--- src/hdl/cra_pkg.sv ---
// ----------------------------------------------------------------------------
// cra_pkg: shared definitions for the contiguous register allocator
// Field widths, opcodes, status codes, default parameters and the command
// bundle that drives the pool bitmap unit.
// ----------------------------------------------------------------------------
`timescale 1ns / 1ps

package cra_pkg;

    // Default configuration
    localparam int FIRST_REG_DEF  = 16;
    localparam int LAST_REG_DEF   = 95;
    localparam int MAX_VALUES_DEF = 256;
    localparam int MAX_RUN_DEF    = 4;
    localparam int POOL_N_DEF     = LAST_REG_DEF - FIRST_REG_DEF + 1;

    // Field widths
    localparam int OP_W    = 2;
    localparam int VID_W   = 8;
    localparam int LEN_W   = 3;
    localparam int REGN_W  = 7;
    localparam int STAT_W  = 2;
    localparam int CNT_W   = 9;
    localparam int RUN_W   = 4;
    localparam int S_TDATA_W = 16;
    localparam int M_TDATA_W = 16;

    // Opcodes
    localparam logic [OP_W-1:0] OP_LOOKUP  = 2'd0;
    localparam logic [OP_W-1:0] OP_DEFINE  = 2'd1;
    localparam logic [OP_W-1:0] OP_RELEASE = 2'd2;
    localparam logic [OP_W-1:0] OP_CLEAR   = 2'd3;

    // Result status
    localparam logic [STAT_W-1:0] ST_OK    = 2'd0;
    localparam logic [STAT_W-1:0] ST_ERR   = 2'd1;
    localparam logic [STAT_W-1:0] ST_NOFIT = 2'd2;

    // Commands to the pool bitmap unit
    typedef struct packed {
        logic              clear_all;
        logic              scan_restart;
        logic              scan_step;
        logic              set_bit;
        logic              clr_bit;
        logic [REGN_W-1:0] index;
        logic [RUN_W-1:0]  need;
    } pool_cmd_t;

endpackage

--- src/hdl/contiguous_register_allocator.sv ---
// ----------------------------------------------------------------------------
// contiguous_register_allocator: first-fit contiguous register allocator
// Sequence: lookup and release read the map, evaluate and finish; clear
//   finishes at once; define checks each of its L values, scans pool
//   positions (up to 80 with the default pool), then writes the L entries.
// Throughput: one request at a time; the next beat is taken in the cycle
//   after the result enters the output register. The pool scan dominates.
// Reset: synchronous, active low; pool free, no value mapped, high-water
//   mark at the first pool register, value count zero.
// ----------------------------------------------------------------------------
`timescale 1ns / 1ps

module contiguous_register_allocator #(
    parameter int FIRST_REG  = cra_pkg::FIRST_REG_DEF,
    parameter int LAST_REG   = cra_pkg::LAST_REG_DEF,
    parameter int MAX_VALUES = cra_pkg::MAX_VALUES_DEF,
    parameter int MAX_RUN    = cra_pkg::MAX_RUN_DEF
) (
    input  logic                            aclk,
    input  logic                            aresetn,
    // request: [1:0] op, [9:2] value_id, [12:10] run_length, [15:13] zero
    input  logic                            s_tvalid,
    output logic                            s_tready,
    input  logic [cra_pkg::S_TDATA_W-1:0]   s_tdata,
    // result: [6:0] reg_number, [8:7] status, [15:9] high_water
    output logic                            m_tvalid,
    input  logic                            m_tready,
    output logic [cra_pkg::M_TDATA_W-1:0]   m_tdata,
    // value-number count register write
    input  logic                            cfg_valid,
    output logic                            cfg_ready,
    input  logic [cra_pkg::CNT_W-1:0]       cfg_data
);

    // Pool geometry; an empty pool never fits a run
    localparam bit POOL_EMPTY = (LAST_REG < FIRST_REG);
    localparam int POOL_N     = POOL_EMPTY ? 1 : LAST_REG - FIRST_REG + 1;
    localparam int PIW        = (POOL_N > 1) ? $clog2(POOL_N) : 1;
    localparam int VAW        = $clog2(MAX_VALUES);
    localparam int SUMW       = (VAW > 9) ? VAW : 9;
    localparam int LIVE_CAP   = (MAX_VALUES > 511) ? 511 : MAX_VALUES;
    localparam int HM_MAX     = POOL_EMPTY ? FIRST_REG : LAST_REG + 1;

    localparam int RW = cra_pkg::REGN_W;
    localparam int SW = cra_pkg::STAT_W;

    // Sequencer states
    localparam logic [2:0] S_IDLE  = 3'd0;
    localparam logic [2:0] S_RD    = 3'd1;
    localparam logic [2:0] S_EVAL  = 3'd2;
    localparam logic [2:0] S_SCAN  = 3'd3;
    localparam logic [2:0] S_WRITE = 3'd4;
    localparam logic [2:0] S_DONE  = 3'd5;

    logic [2:0]                    state_reg, state_next;
    logic [cra_pkg::OP_W-1:0]      op_reg, op_next;
    logic [cra_pkg::VID_W-1:0]     vid_reg, vid_next;
    logic [cra_pkg::LEN_W-1:0]     len_reg, len_next;
    logic [cra_pkg::LEN_W-1:0]     k_reg, k_next;
    logic                          in_range_reg, in_range_next;
    logic [PIW-1:0]                pos_reg, pos_next;
    logic [PIW-1:0]                start_reg, start_next;
    logic [RW-1:0]                 res_reg_reg, res_reg_next;
    logic [SW-1:0]                 res_stat_reg, res_stat_next;
    logic [7:0]                    hm_reg, hm_next;
    logic [MAX_VALUES-1:0]         valid_reg, valid_next;
    logic [cra_pkg::CNT_W-1:0]     num_values_reg;
    logic                          m_tvalid_reg, m_tvalid_next;
    logic [cra_pkg::M_TDATA_W-1:0] m_tdata_reg, m_tdata_next;
    logic [VAW-1:0]                addr_q_reg, addr_q_next;

    // Request fields
    logic [cra_pkg::OP_W-1:0]  in_op;
    logic [cra_pkg::VID_W-1:0] in_vid;
    logic [cra_pkg::LEN_W-1:0] in_len;

    assign in_op  = s_tdata[1:0];
    assign in_vid = s_tdata[9:2];
    assign in_len = s_tdata[12:10];

    // Live value range and define checks at accept time
    logic [cra_pkg::CNT_W-1:0] live_w;
    logic                      in_range_w;
    logic [9:0]                run_end_w;
    logic                      def_bad_w;

    assign live_w     = (num_values_reg > cra_pkg::CNT_W'(LIVE_CAP)) ?
                        cra_pkg::CNT_W'(LIVE_CAP) : num_values_reg;
    assign in_range_w = {1'b0, in_vid} < live_w;
    assign run_end_w  = 10'(in_vid) + 10'(in_len);
    assign def_bad_w  = (in_len == '0) || (4'(in_len) > 4'(MAX_RUN)) || !in_range_w ||
                        (run_end_w > 10'(live_w));

    // Value map address: first value plus run offset
    logic [SUMW-1:0] sum_w;
    logic [VAW-1:0]  addr_w;

    assign sum_w  = SUMW'(vid_reg) + SUMW'(k_reg);
    assign addr_w = sum_w[VAW-1:0];

    // Value map storage; an entry never written since clear reads as zero
    logic          ram_we;
    logic          ram_re;
    logic [RW-1:0] ram_q;
    logic [7:0]    wr_regn_w;
    logic [RW-1:0] entry_w;

    assign wr_regn_w = 8'(FIRST_REG) + 8'(start_reg) + 8'(k_reg);
    assign entry_w   = valid_reg[addr_q_reg] ? ram_q : '0;

    cra_ram #(
        .WIDTH (RW),
        .DEPTH (MAX_VALUES)
    ) u_value_map (
        .aclk  (aclk),
        .we    (ram_we),
        .waddr (addr_w),
        .wdata (wr_regn_w[RW-1:0]),
        .re    (ram_re),
        .raddr (addr_w),
        .rdata (ram_q)
    );

    // Pool bitmap and free-run counter
    cra_pkg::pool_cmd_t pool_cmd;
    logic               pool_hit;

    cra_pool #(
        .POOL_N (POOL_N)
    ) u_pool (
        .aclk    (aclk),
        .aresetn (aresetn),
        .cmd     (pool_cmd),
        .hit     (pool_hit)
    );

    // Release target inside the pool, and the scan's window start
    logic [7:0] rel_off_w;
    logic       rel_in_pool_w;
    logic [7:0] start_w;
    logic [7:0] high_end_w;

    assign rel_off_w     = 8'(entry_w) - 8'(FIRST_REG);
    assign rel_in_pool_w = !POOL_EMPTY && (8'(entry_w) >= 8'(FIRST_REG)) &&
                           (rel_off_w < 8'(POOL_N));
    assign start_w       = 8'(pos_reg) - 8'(len_reg) + 8'd1;
    assign high_end_w    = 8'(FIRST_REG) + 8'(start_reg) + 8'(len_reg);

    assign s_tready  = (state_reg == S_IDLE);
    assign cfg_ready = 1'b1;
    assign m_tvalid  = m_tvalid_reg;
    assign m_tdata   = m_tdata_reg;

    // Sequencer
    always_comb begin
        state_next    = state_reg;
        op_next       = op_reg;
        vid_next      = vid_reg;
        len_next      = len_reg;
        k_next        = k_reg;
        in_range_next = in_range_reg;
        pos_next      = pos_reg;
        start_next    = start_reg;
        res_reg_next  = res_reg_reg;
        res_stat_next = res_stat_reg;
        hm_next       = hm_reg;
        valid_next    = valid_reg;
        addr_q_next   = addr_q_reg;
        m_tdata_next  = m_tdata_reg;
        ram_we        = 1'b0;
        ram_re        = 1'b0;
        pool_cmd      = '0;
        pool_cmd.need = cra_pkg::RUN_W'(len_reg);
        pool_cmd.index = RW'(pos_reg);

        // drop the result once it is taken
        m_tvalid_next = m_tready ? 1'b0 : m_tvalid_reg;

        case (state_reg)
            S_IDLE: begin
                if (s_tvalid) begin
                    op_next       = in_op;
                    vid_next      = in_vid;
                    len_next      = in_len;
                    k_next        = '0;
                    in_range_next = in_range_w;
                    res_reg_next  = RW'(FIRST_REG);
                    res_stat_next = cra_pkg::ST_OK;
                    case (in_op)
                        cra_pkg::OP_LOOKUP,
                        cra_pkg::OP_RELEASE: begin
                            state_next = S_RD;
                        end
                        cra_pkg::OP_DEFINE: begin
                            if (def_bad_w) begin
                                res_stat_next = cra_pkg::ST_ERR;
                                state_next    = S_DONE;
                            end else begin
                                state_next = S_RD;
                            end
                        end
                        default: begin
                            // clear: wipe map, pool and high-water mark
                            valid_next         = '0;
                            hm_next            = 8'(FIRST_REG);
                            pool_cmd.clear_all = 1'b1;
                            state_next         = S_DONE;
                        end
                    endcase
                end
            end
            S_RD: begin
                ram_re      = 1'b1;
                addr_q_next = addr_w;
                state_next  = S_EVAL;
            end
            S_EVAL: begin
                case (op_reg)
                    cra_pkg::OP_LOOKUP: begin
                        if (!in_range_reg || (entry_w == '0)) begin
                            res_stat_next = cra_pkg::ST_ERR;
                        end else begin
                            res_reg_next = entry_w;
                        end
                        state_next = S_DONE;
                    end
                    cra_pkg::OP_RELEASE: begin
                        if (in_range_reg && (entry_w != '0) && rel_in_pool_w) begin
                            pool_cmd.clr_bit = 1'b1;
                            pool_cmd.index   = rel_off_w[RW-1:0];
                        end
                        state_next = S_DONE;
                    end
                    default: begin
                        if (entry_w != '0) begin
                            res_stat_next = cra_pkg::ST_ERR;
                            state_next    = S_DONE;
                        end else if ((k_reg + 3'd1) == len_reg) begin
                            if (POOL_EMPTY) begin
                                res_stat_next = cra_pkg::ST_NOFIT;
                                state_next    = S_DONE;
                            end else begin
                                pool_cmd.scan_restart = 1'b1;
                                pos_next              = '0;
                                state_next            = S_SCAN;
                            end
                        end else begin
                            k_next     = k_reg + 3'd1;
                            state_next = S_RD;
                        end
                    end
                endcase
            end
            S_SCAN: begin
                pool_cmd.scan_step = 1'b1;
                if (pool_hit) begin
                    start_next = start_w[PIW-1:0];
                    k_next     = '0;
                    state_next = S_WRITE;
                end else if (pos_reg == PIW'(POOL_N - 1)) begin
                    res_stat_next = cra_pkg::ST_NOFIT;
                    state_next    = S_DONE;
                end else begin
                    pos_next = pos_reg + PIW'(1);
                end
            end
            S_WRITE: begin
                ram_we             = 1'b1;
                valid_next[addr_w] = 1'b1;
                pool_cmd.set_bit   = 1'b1;
                pool_cmd.index     = RW'(start_reg) + RW'(k_reg);
                if ((k_reg + 3'd1) == len_reg) begin
                    if (high_end_w > hm_reg) begin
                        hm_next = high_end_w;
                    end
                    res_reg_next = RW'(8'(FIRST_REG) + 8'(start_reg));
                    state_next   = S_DONE;
                end else begin
                    k_next = k_reg + 3'd1;
                end
            end
            S_DONE: begin
                // hold until the output register is free
                if (!m_tvalid_reg || m_tready) begin
                    m_tvalid_next = 1'b1;
                    m_tdata_next  = {hm_reg[RW-1:0], res_stat_reg, res_reg_reg};
                    state_next    = S_IDLE;
                end
            end
            default: begin
                state_next = S_IDLE;
            end
        endcase
    end

    // Control state
    always_ff @(posedge aclk) begin
        if (!aresetn) begin
            state_reg      <= S_IDLE;
            hm_reg         <= 8'(FIRST_REG);
            valid_reg      <= '0;
            num_values_reg <= '0;
            m_tvalid_reg   <= 1'b0;
        end else begin
            state_reg    <= state_next;
            hm_reg       <= hm_next;
            valid_reg    <= valid_next;
            m_tvalid_reg <= m_tvalid_next;
            if (cfg_valid && cfg_ready) begin
                num_values_reg <= cfg_data;
            end
        end
    end

    // Payload
    always_ff @(posedge aclk) begin
        op_reg       <= op_next;
        vid_reg      <= vid_next;
        len_reg      <= len_next;
        k_reg        <= k_next;
        in_range_reg <= in_range_next;
        pos_reg      <= pos_next;
        start_reg    <= start_next;
        res_reg_reg  <= res_reg_next;
        res_stat_reg <= res_stat_next;
        addr_q_reg   <= addr_q_next;
        m_tdata_reg  <= m_tdata_next;
    end

    // ------------------------------------------------------------------------
    // Assertions
    // ------------------------------------------------------------------------
    logic acc_clear_w;

    assign acc_clear_w = s_tvalid && s_tready && (in_op == cra_pkg::OP_CLEAR);

    // high-water mark only moves down on a clear
    a_hm_monotonic: assert property (@(posedge aclk) disable iff (!aresetn)
        !acc_clear_w |=> hm_reg >= $past(hm_reg))
        else $error("high-water mark decreased without a clear");

    // high-water mark stays within the pool bounds
    a_hm_bounds: assert property (@(posedge aclk) disable iff (!aresetn)
        (hm_reg >= 8'(FIRST_REG)) && (hm_reg <= 8'(HM_MAX)))
        else $error("high-water mark out of pool bounds");

    // only a define can report that no run fits
    a_nofit_define: assert property (@(posedge aclk) disable iff (!aresetn)
        (state_reg == S_DONE) && (res_stat_reg == cra_pkg::ST_NOFIT)
        |-> op_reg == cra_pkg::OP_DEFINE)
        else $error("no-fit status on a request other than define");

    // a map write only begins out of a pool scan
    a_write_after_scan: assert property (@(posedge aclk) disable iff (!aresetn)
        (state_reg == S_WRITE) && (k_reg == '0) |-> $past(state_reg) == S_SCAN)
        else $error("map write entered without a pool scan");

endmodule

--- src/hdl/cra_ram.sv ---
// ----------------------------------------------------------------------------
// cra_ram: generic single-write, single-read RAM
// One write port and one read port with registered read data.
// ----------------------------------------------------------------------------
`timescale 1ns / 1ps

module cra_ram #(
    parameter int WIDTH = 8,
    parameter int DEPTH = 256
) (
    input  logic                     aclk,
    input  logic                     we,
    input  logic [$clog2(DEPTH)-1:0] waddr,
    input  logic [WIDTH-1:0]         wdata,
    input  logic                     re,
    input  logic [$clog2(DEPTH)-1:0] raddr,
    output logic [WIDTH-1:0]         rdata
);

    logic [WIDTH-1:0] mem [DEPTH];

    always_ff @(posedge aclk) begin
        if (we) begin
            mem[waddr] <= wdata;
        end
        if (re) begin
            rdata <= mem[raddr];
        end
    end

endmodule

--- src/hdl/cra_pool.sv ---
// ----------------------------------------------------------------------------
// cra_pool: register pool busy bitmap with free-run counter
// Holds one busy bit per pool register and counts consecutive free
// positions, one position per scan step.
// ----------------------------------------------------------------------------
`timescale 1ns / 1ps

module cra_pool #(
    parameter int POOL_N = cra_pkg::POOL_N_DEF
) (
    input  logic              aclk,
    input  logic              aresetn,
    input  cra_pkg::pool_cmd_t cmd,
    output logic              hit
);

    localparam int PIW = (POOL_N > 1) ? $clog2(POOL_N) : 1;

    logic [POOL_N-1:0]           busy_reg, busy_next;
    logic [cra_pkg::RUN_W-1:0]   run_reg, run_next;
    logic [PIW-1:0]              idx;
    logic                        free;
    logic [cra_pkg::RUN_W-1:0]   run_inc;

    assign idx     = cmd.index[PIW-1:0];
    assign free    = !busy_reg[idx];
    assign run_inc = run_reg + cra_pkg::RUN_W'(1);
    assign hit     = cmd.scan_step && free && (run_inc == cmd.need);

    always_comb begin
        busy_next = busy_reg;
        run_next  = run_reg;
        if (cmd.clear_all) begin
            busy_next = '0;
        end else if (cmd.set_bit) begin
            busy_next[idx] = 1'b1;
        end else if (cmd.clr_bit) begin
            busy_next[idx] = 1'b0;
        end
        // count consecutive free positions; any busy one restarts the run
        if (cmd.scan_restart) begin
            run_next = '0;
        end else if (cmd.scan_step) begin
            run_next = free ? run_inc : '0;
        end
    end

    always_ff @(posedge aclk) begin
        if (!aresetn) begin
            busy_reg <= '0;
            run_reg  <= '0;
        end else begin
            busy_reg <= busy_next;
            run_reg  <= run_next;
        end
    end

endmodule

--- config.mk ---
export PLATFORM = sky130hd
export DESIGN_NAME = contiguous_register_allocator
export DESIGN_NICKNAME = d
export VERILOG_FILES = /design/src/hdl/cra_pkg.sv /design/src/hdl/contiguous_register_allocator.sv /design/src/hdl/cra_ram.sv /design/src/hdl/cra_pool.sv
export SDC_FILE = /design/constraint.sdc
export NUM_CORES = 2
export LEC_CHECK = 0
export BUFFER_PORTS_ARGS = -buffer_cell sky130_fd_sc_hd__buf_2
export CORE_ASPECT_RATIO = 1.2
export CORE_MARGIN = 1.5
export CORE_UTILIZATION = 55
export CTS_CLUSTER_SIZE = 8
export DETAILED_ROUTE_END_ITERATION = 10
export GPL_TIMING_DRIVEN = 0
export PLACE_DENSITY = 0.73
export SYNTH_ARGS = -nofsm -noshare
export SYNTH_HDL_FRONTEND = slang
export SYNTH_SLANG_ARGS = --single-unit
--- constraint.sdc ---
create_clock -name aclk -period 11.1 [get_ports aclk]
set_input_delay 1.11 -clock aclk [delete_from_list [all_inputs] [get_ports aclk]]
set_output_delay 1.11 -clock aclk [all_outputs]
set_load 0.05 [all_outputs]
==> reports/metrics.yaml <==
placement:
  placed_area_um2: 93100
  dp_hpwl_um: 173000
  pre_cts_ws_ns: 3.00
  gp_congestion: 0.996
  port_buffers: 43
pwr:
  sw_frac_of_total_pct: 37.8
  power.leakage_nw: 32.8
  p_int_w: 0.0203
  seq_power_share_pct: 31.3
  p_comb_share_pct: 42.1
  ir_drop_v: 0.000302
  p_sw_w: 0.0123
  powerDensity_nw_per_um2: 320
  power.share.clock_pct: 26.6
cts:
  post_cts_resized: 0
  clock-sinks: 2224
  cts_tree: "done"
  cts_buffers: 328
  cts.path.max_buffers: 4
  cts_hold_buf: 0
  cts_root_buf: "clkbuf_16"
  h-tree-depth: 5
  clock_latency_ns: 0.96
  cts_setup_buffers: 0
  clkSlewWorstSetupHoldPaths_ns: 0.05
die:
  die_width_um: 371
  die_h_um: 444
  core.rowCount: 161
  start_util_pct: 55.5
  die_area_um2: 165000
  io_pins: 49
  core_area_um2: 161000
setup_path:
  crit_slowest_cell: "or4_1"
  required_ns: 11.69
  critPathLaunchType: "flop"
  path_max_fanout: 11
  crit_start: "addr_q_reg[4]"
  crit_top_cell: "buf_2"
  cp_slowest_stage_delay_ns: 0.50
  end_kind: "flop"
  worstReg2RegStart: "addr_q_reg[4]"
  crit_type: "flop to flop"
  arrival_ns: 9.03
route:
  ant_nets: 0
  vias: 52400
  drt_iter0_drc: 7946
  totalWireLength_um: 264000
  viasPerCell: 6.74
  drc: 0
  wl_per_cell_um: 34.0
  dr.pass1.iters: 7
yosys:
  synth_fp_nets: 5240
  async_flop_share_pct: 0
  synthDistinctLibCells: 89
  synth_ff_type: "edfxtp_1"
  ys.warnings.count: 0
  synth-seq-area-share_pct: 70.9
  synth_edf_count: 1863
  netlist_area_um2: 89100
  syn-instance-count: 5150
  ys_seq_elements: 2224
  syn_avg_cell_area_um2: 17.3
timing:
  relSlewSlack_pct: -12.2
  finalSetupViolations: 0
  period_needed_ns: 8.44
  skew_ns: 0.0720
  fmax_mhz: 119
  worst_slew_pin_slew_ns: 1.68
  fin_crit_sh_pct: 76.0
  worst_slack_ns: 2.66
  rsz0062_at_grt: "no"
  slew_viol_final: 153
  hold_violations: 0
worst_hold_path:
  min_path_type: "flop to flop"
  hp-start: "res_reg_reg[1]"
global_routing:
  grt_usage_pct: 32.3
  overflow: 0
  grt_pass1_vias: 52300
  antenna_found_initial: 9
  grt_pass1_wl_um: 373000
  grt_max_degree: 109
status:
  outcome: "complete, but fails checks"
  violations: "max-capacitance violations, max-slew violations"
final_layout:
  n_fill_cell: 10900
  drive_gt1_share_pct: 20.3
  utilization_pct: 63.3
  largest_reg_flops: 1792
  fin_area_um2: 102000
  area_delta_synth_final_pct: 14.2
  finalNetCount: 5667
job:
  drv_cap: 14
[final timing paths]
check	slack [ns]	endpoint	cells after the start
setup / recovery	2.66	pos_reg[5]	26
setup reg to reg	2.66	pos_reg[5]	26
hold / removal	0.41	m_tdata[1]	0
hold reg to reg	0.41	m_tdata[1]	0
[layout make-up]
| cell class | count | area (um^2) | share of cell area [%] |
|---|---|---|---|
| flip-flops and latches | 2224 | 63200 | 62.0 |
| multi-input cells | 2560 | 24500 | 24.1 |
| clock buffers | 393 | 8540 | 8.38 |
| well taps | 2119 | 2650 | 2.60 |
| plain buffers | 316 | 1430 | 1.41 |
| repair buffers | 97 | 1220 | 1.20 |
| inverters | 50 | 188 | 0.184 |
| clock inverters | 10 | 103 | 0.101 |
| diodes | 8 | 20.0 | 0.0197 |
[power groups by stage]
| stage | Sequential (W) | Combinational (W) | Clock [W] |
|---|---|---|---|
| global placement | 0.0108 | 0.0127 | 0 |
| detailed placement | 0.0104 | 0.0132 | 0 |
| finish | 0.0102 | 0.0137 | 0.00867 |
| CTS | 0.0102 | 0.0133 | 0.00869 |
| floorplan | 0.0106 | 0.00744 | 0 |
| global route | 0.0102 | 0.0138 | 0.00903 |
[cell usage in the layout (no fill, tap or decap), types with 25 or more instances in the layout]
master     Yosys  routed
a21oi_1      347     347
a22oi_1       31      31
buf_1         67      44
buf_2         10      72
clkbuf_1     219     265
clkbuf_16      0     332
dfxtp_1      361     361
edfxtp_1    1863    1863
ha_1          55      54
inv_1         46      46
mux2i_1      120     120
mux4_2       603     603
nand2_1      289     289
nand3_1       74      74
nor2_1       665     665
nor2b_1       41      41
nor3_1        26      26
xnor2_1       29      25
[Yosys cell counts (10+ instances only)]
| master | instances | area share (%) |
|---|---|---|
| clkbuf_1 | 219 | 0.92 |
| o21ai_0 | 19 | 0.11 |
| buf_6 | 10 | 0.13 |
| nor2b_1 | 41 | 0.29 |
| mux2i_1 | 120 | 1.3 |
| buf_2 | 10 | 0.056 |
| nand2_1 | 289 | 1.2 |
| a21oi_1 | 347 | 1.9 |
| a31oi_1 | 13 | 0.091 |
| a21o_1 | 11 | 0.093 |
| inv_1 | 46 | 0.19 |
| nand2b_1 | 12 | 0.084 |
| a22o_1 | 13 | 0.13 |
| a311oi_1 | 13 | 0.13 |
| ha_1 | 55 | 0.77 |
| edfxtp_1 | 1863 | 63 |
| mux4_2 | 603 | 15 |
| and3_1 | 19 | 0.13 |
| nor2_1 | 665 | 2.8 |
| nor3_1 | 26 | 0.15 |
| nand3_1 | 74 | 0.42 |
| xor2_1 | 18 | 0.18 |
| a22oi_1 | 31 | 0.26 |
| xnor2_1 | 29 | 0.28 |
| dfxtp_1 | 361 | 8.1 |
| buf_1 | 67 | 0.28 |
[metrics by stage]
stage                     hold WS, ns  setup TNS [ns]  cells  power, W
final                           0.414               0   7777    0.0326
after global placement          0.409        -3339.45   7312    0.0235
after floorplan                 0.400               0   5150    0.0180
after global routing            0.413               0   7769    0.0330
after detailed placement        0.410               0   7365    0.0235
after CTS                       0.373               0   7768    0.0322
[per-layer routing]
layer	global-route usage, %	vias up	wire length, um
li1	-	21000	-
met1	38.8	26500	87600
met3	9.71	971	31200
met4	20.4	6	19300
met5	0	-	61
met2	51.2	3937	126000
[critical path: cells and delay by family, from the launching register on]
kind	cells	cell delay, ns
adder cells (fa/ha/maj)	2	0.46
buffers and inverters	5	1.74
AO/OA/AOI/OAI	8	2.08
AND/OR/NAND/NOR	9	2.86
multiplexers	2	0.54
flip-flops	1	0.39
[kinds of logic after synthesis]
group                      count (synthesis)  share of synthesized area, %
buffers and inverters                    366                          1.77
muxes                                    733                          16.8
xor gates and xnor gates                  47                         0.462
AOI/OAI and AO/OA                        533                          3.63
DFF                                     2224                          70.9
and+or+nand+nor                         1186                          5.61
adders and majority gates                 60                         0.884
other                                      1                       0.00421
Note: power is estimated with default switching activity, not from simulation.
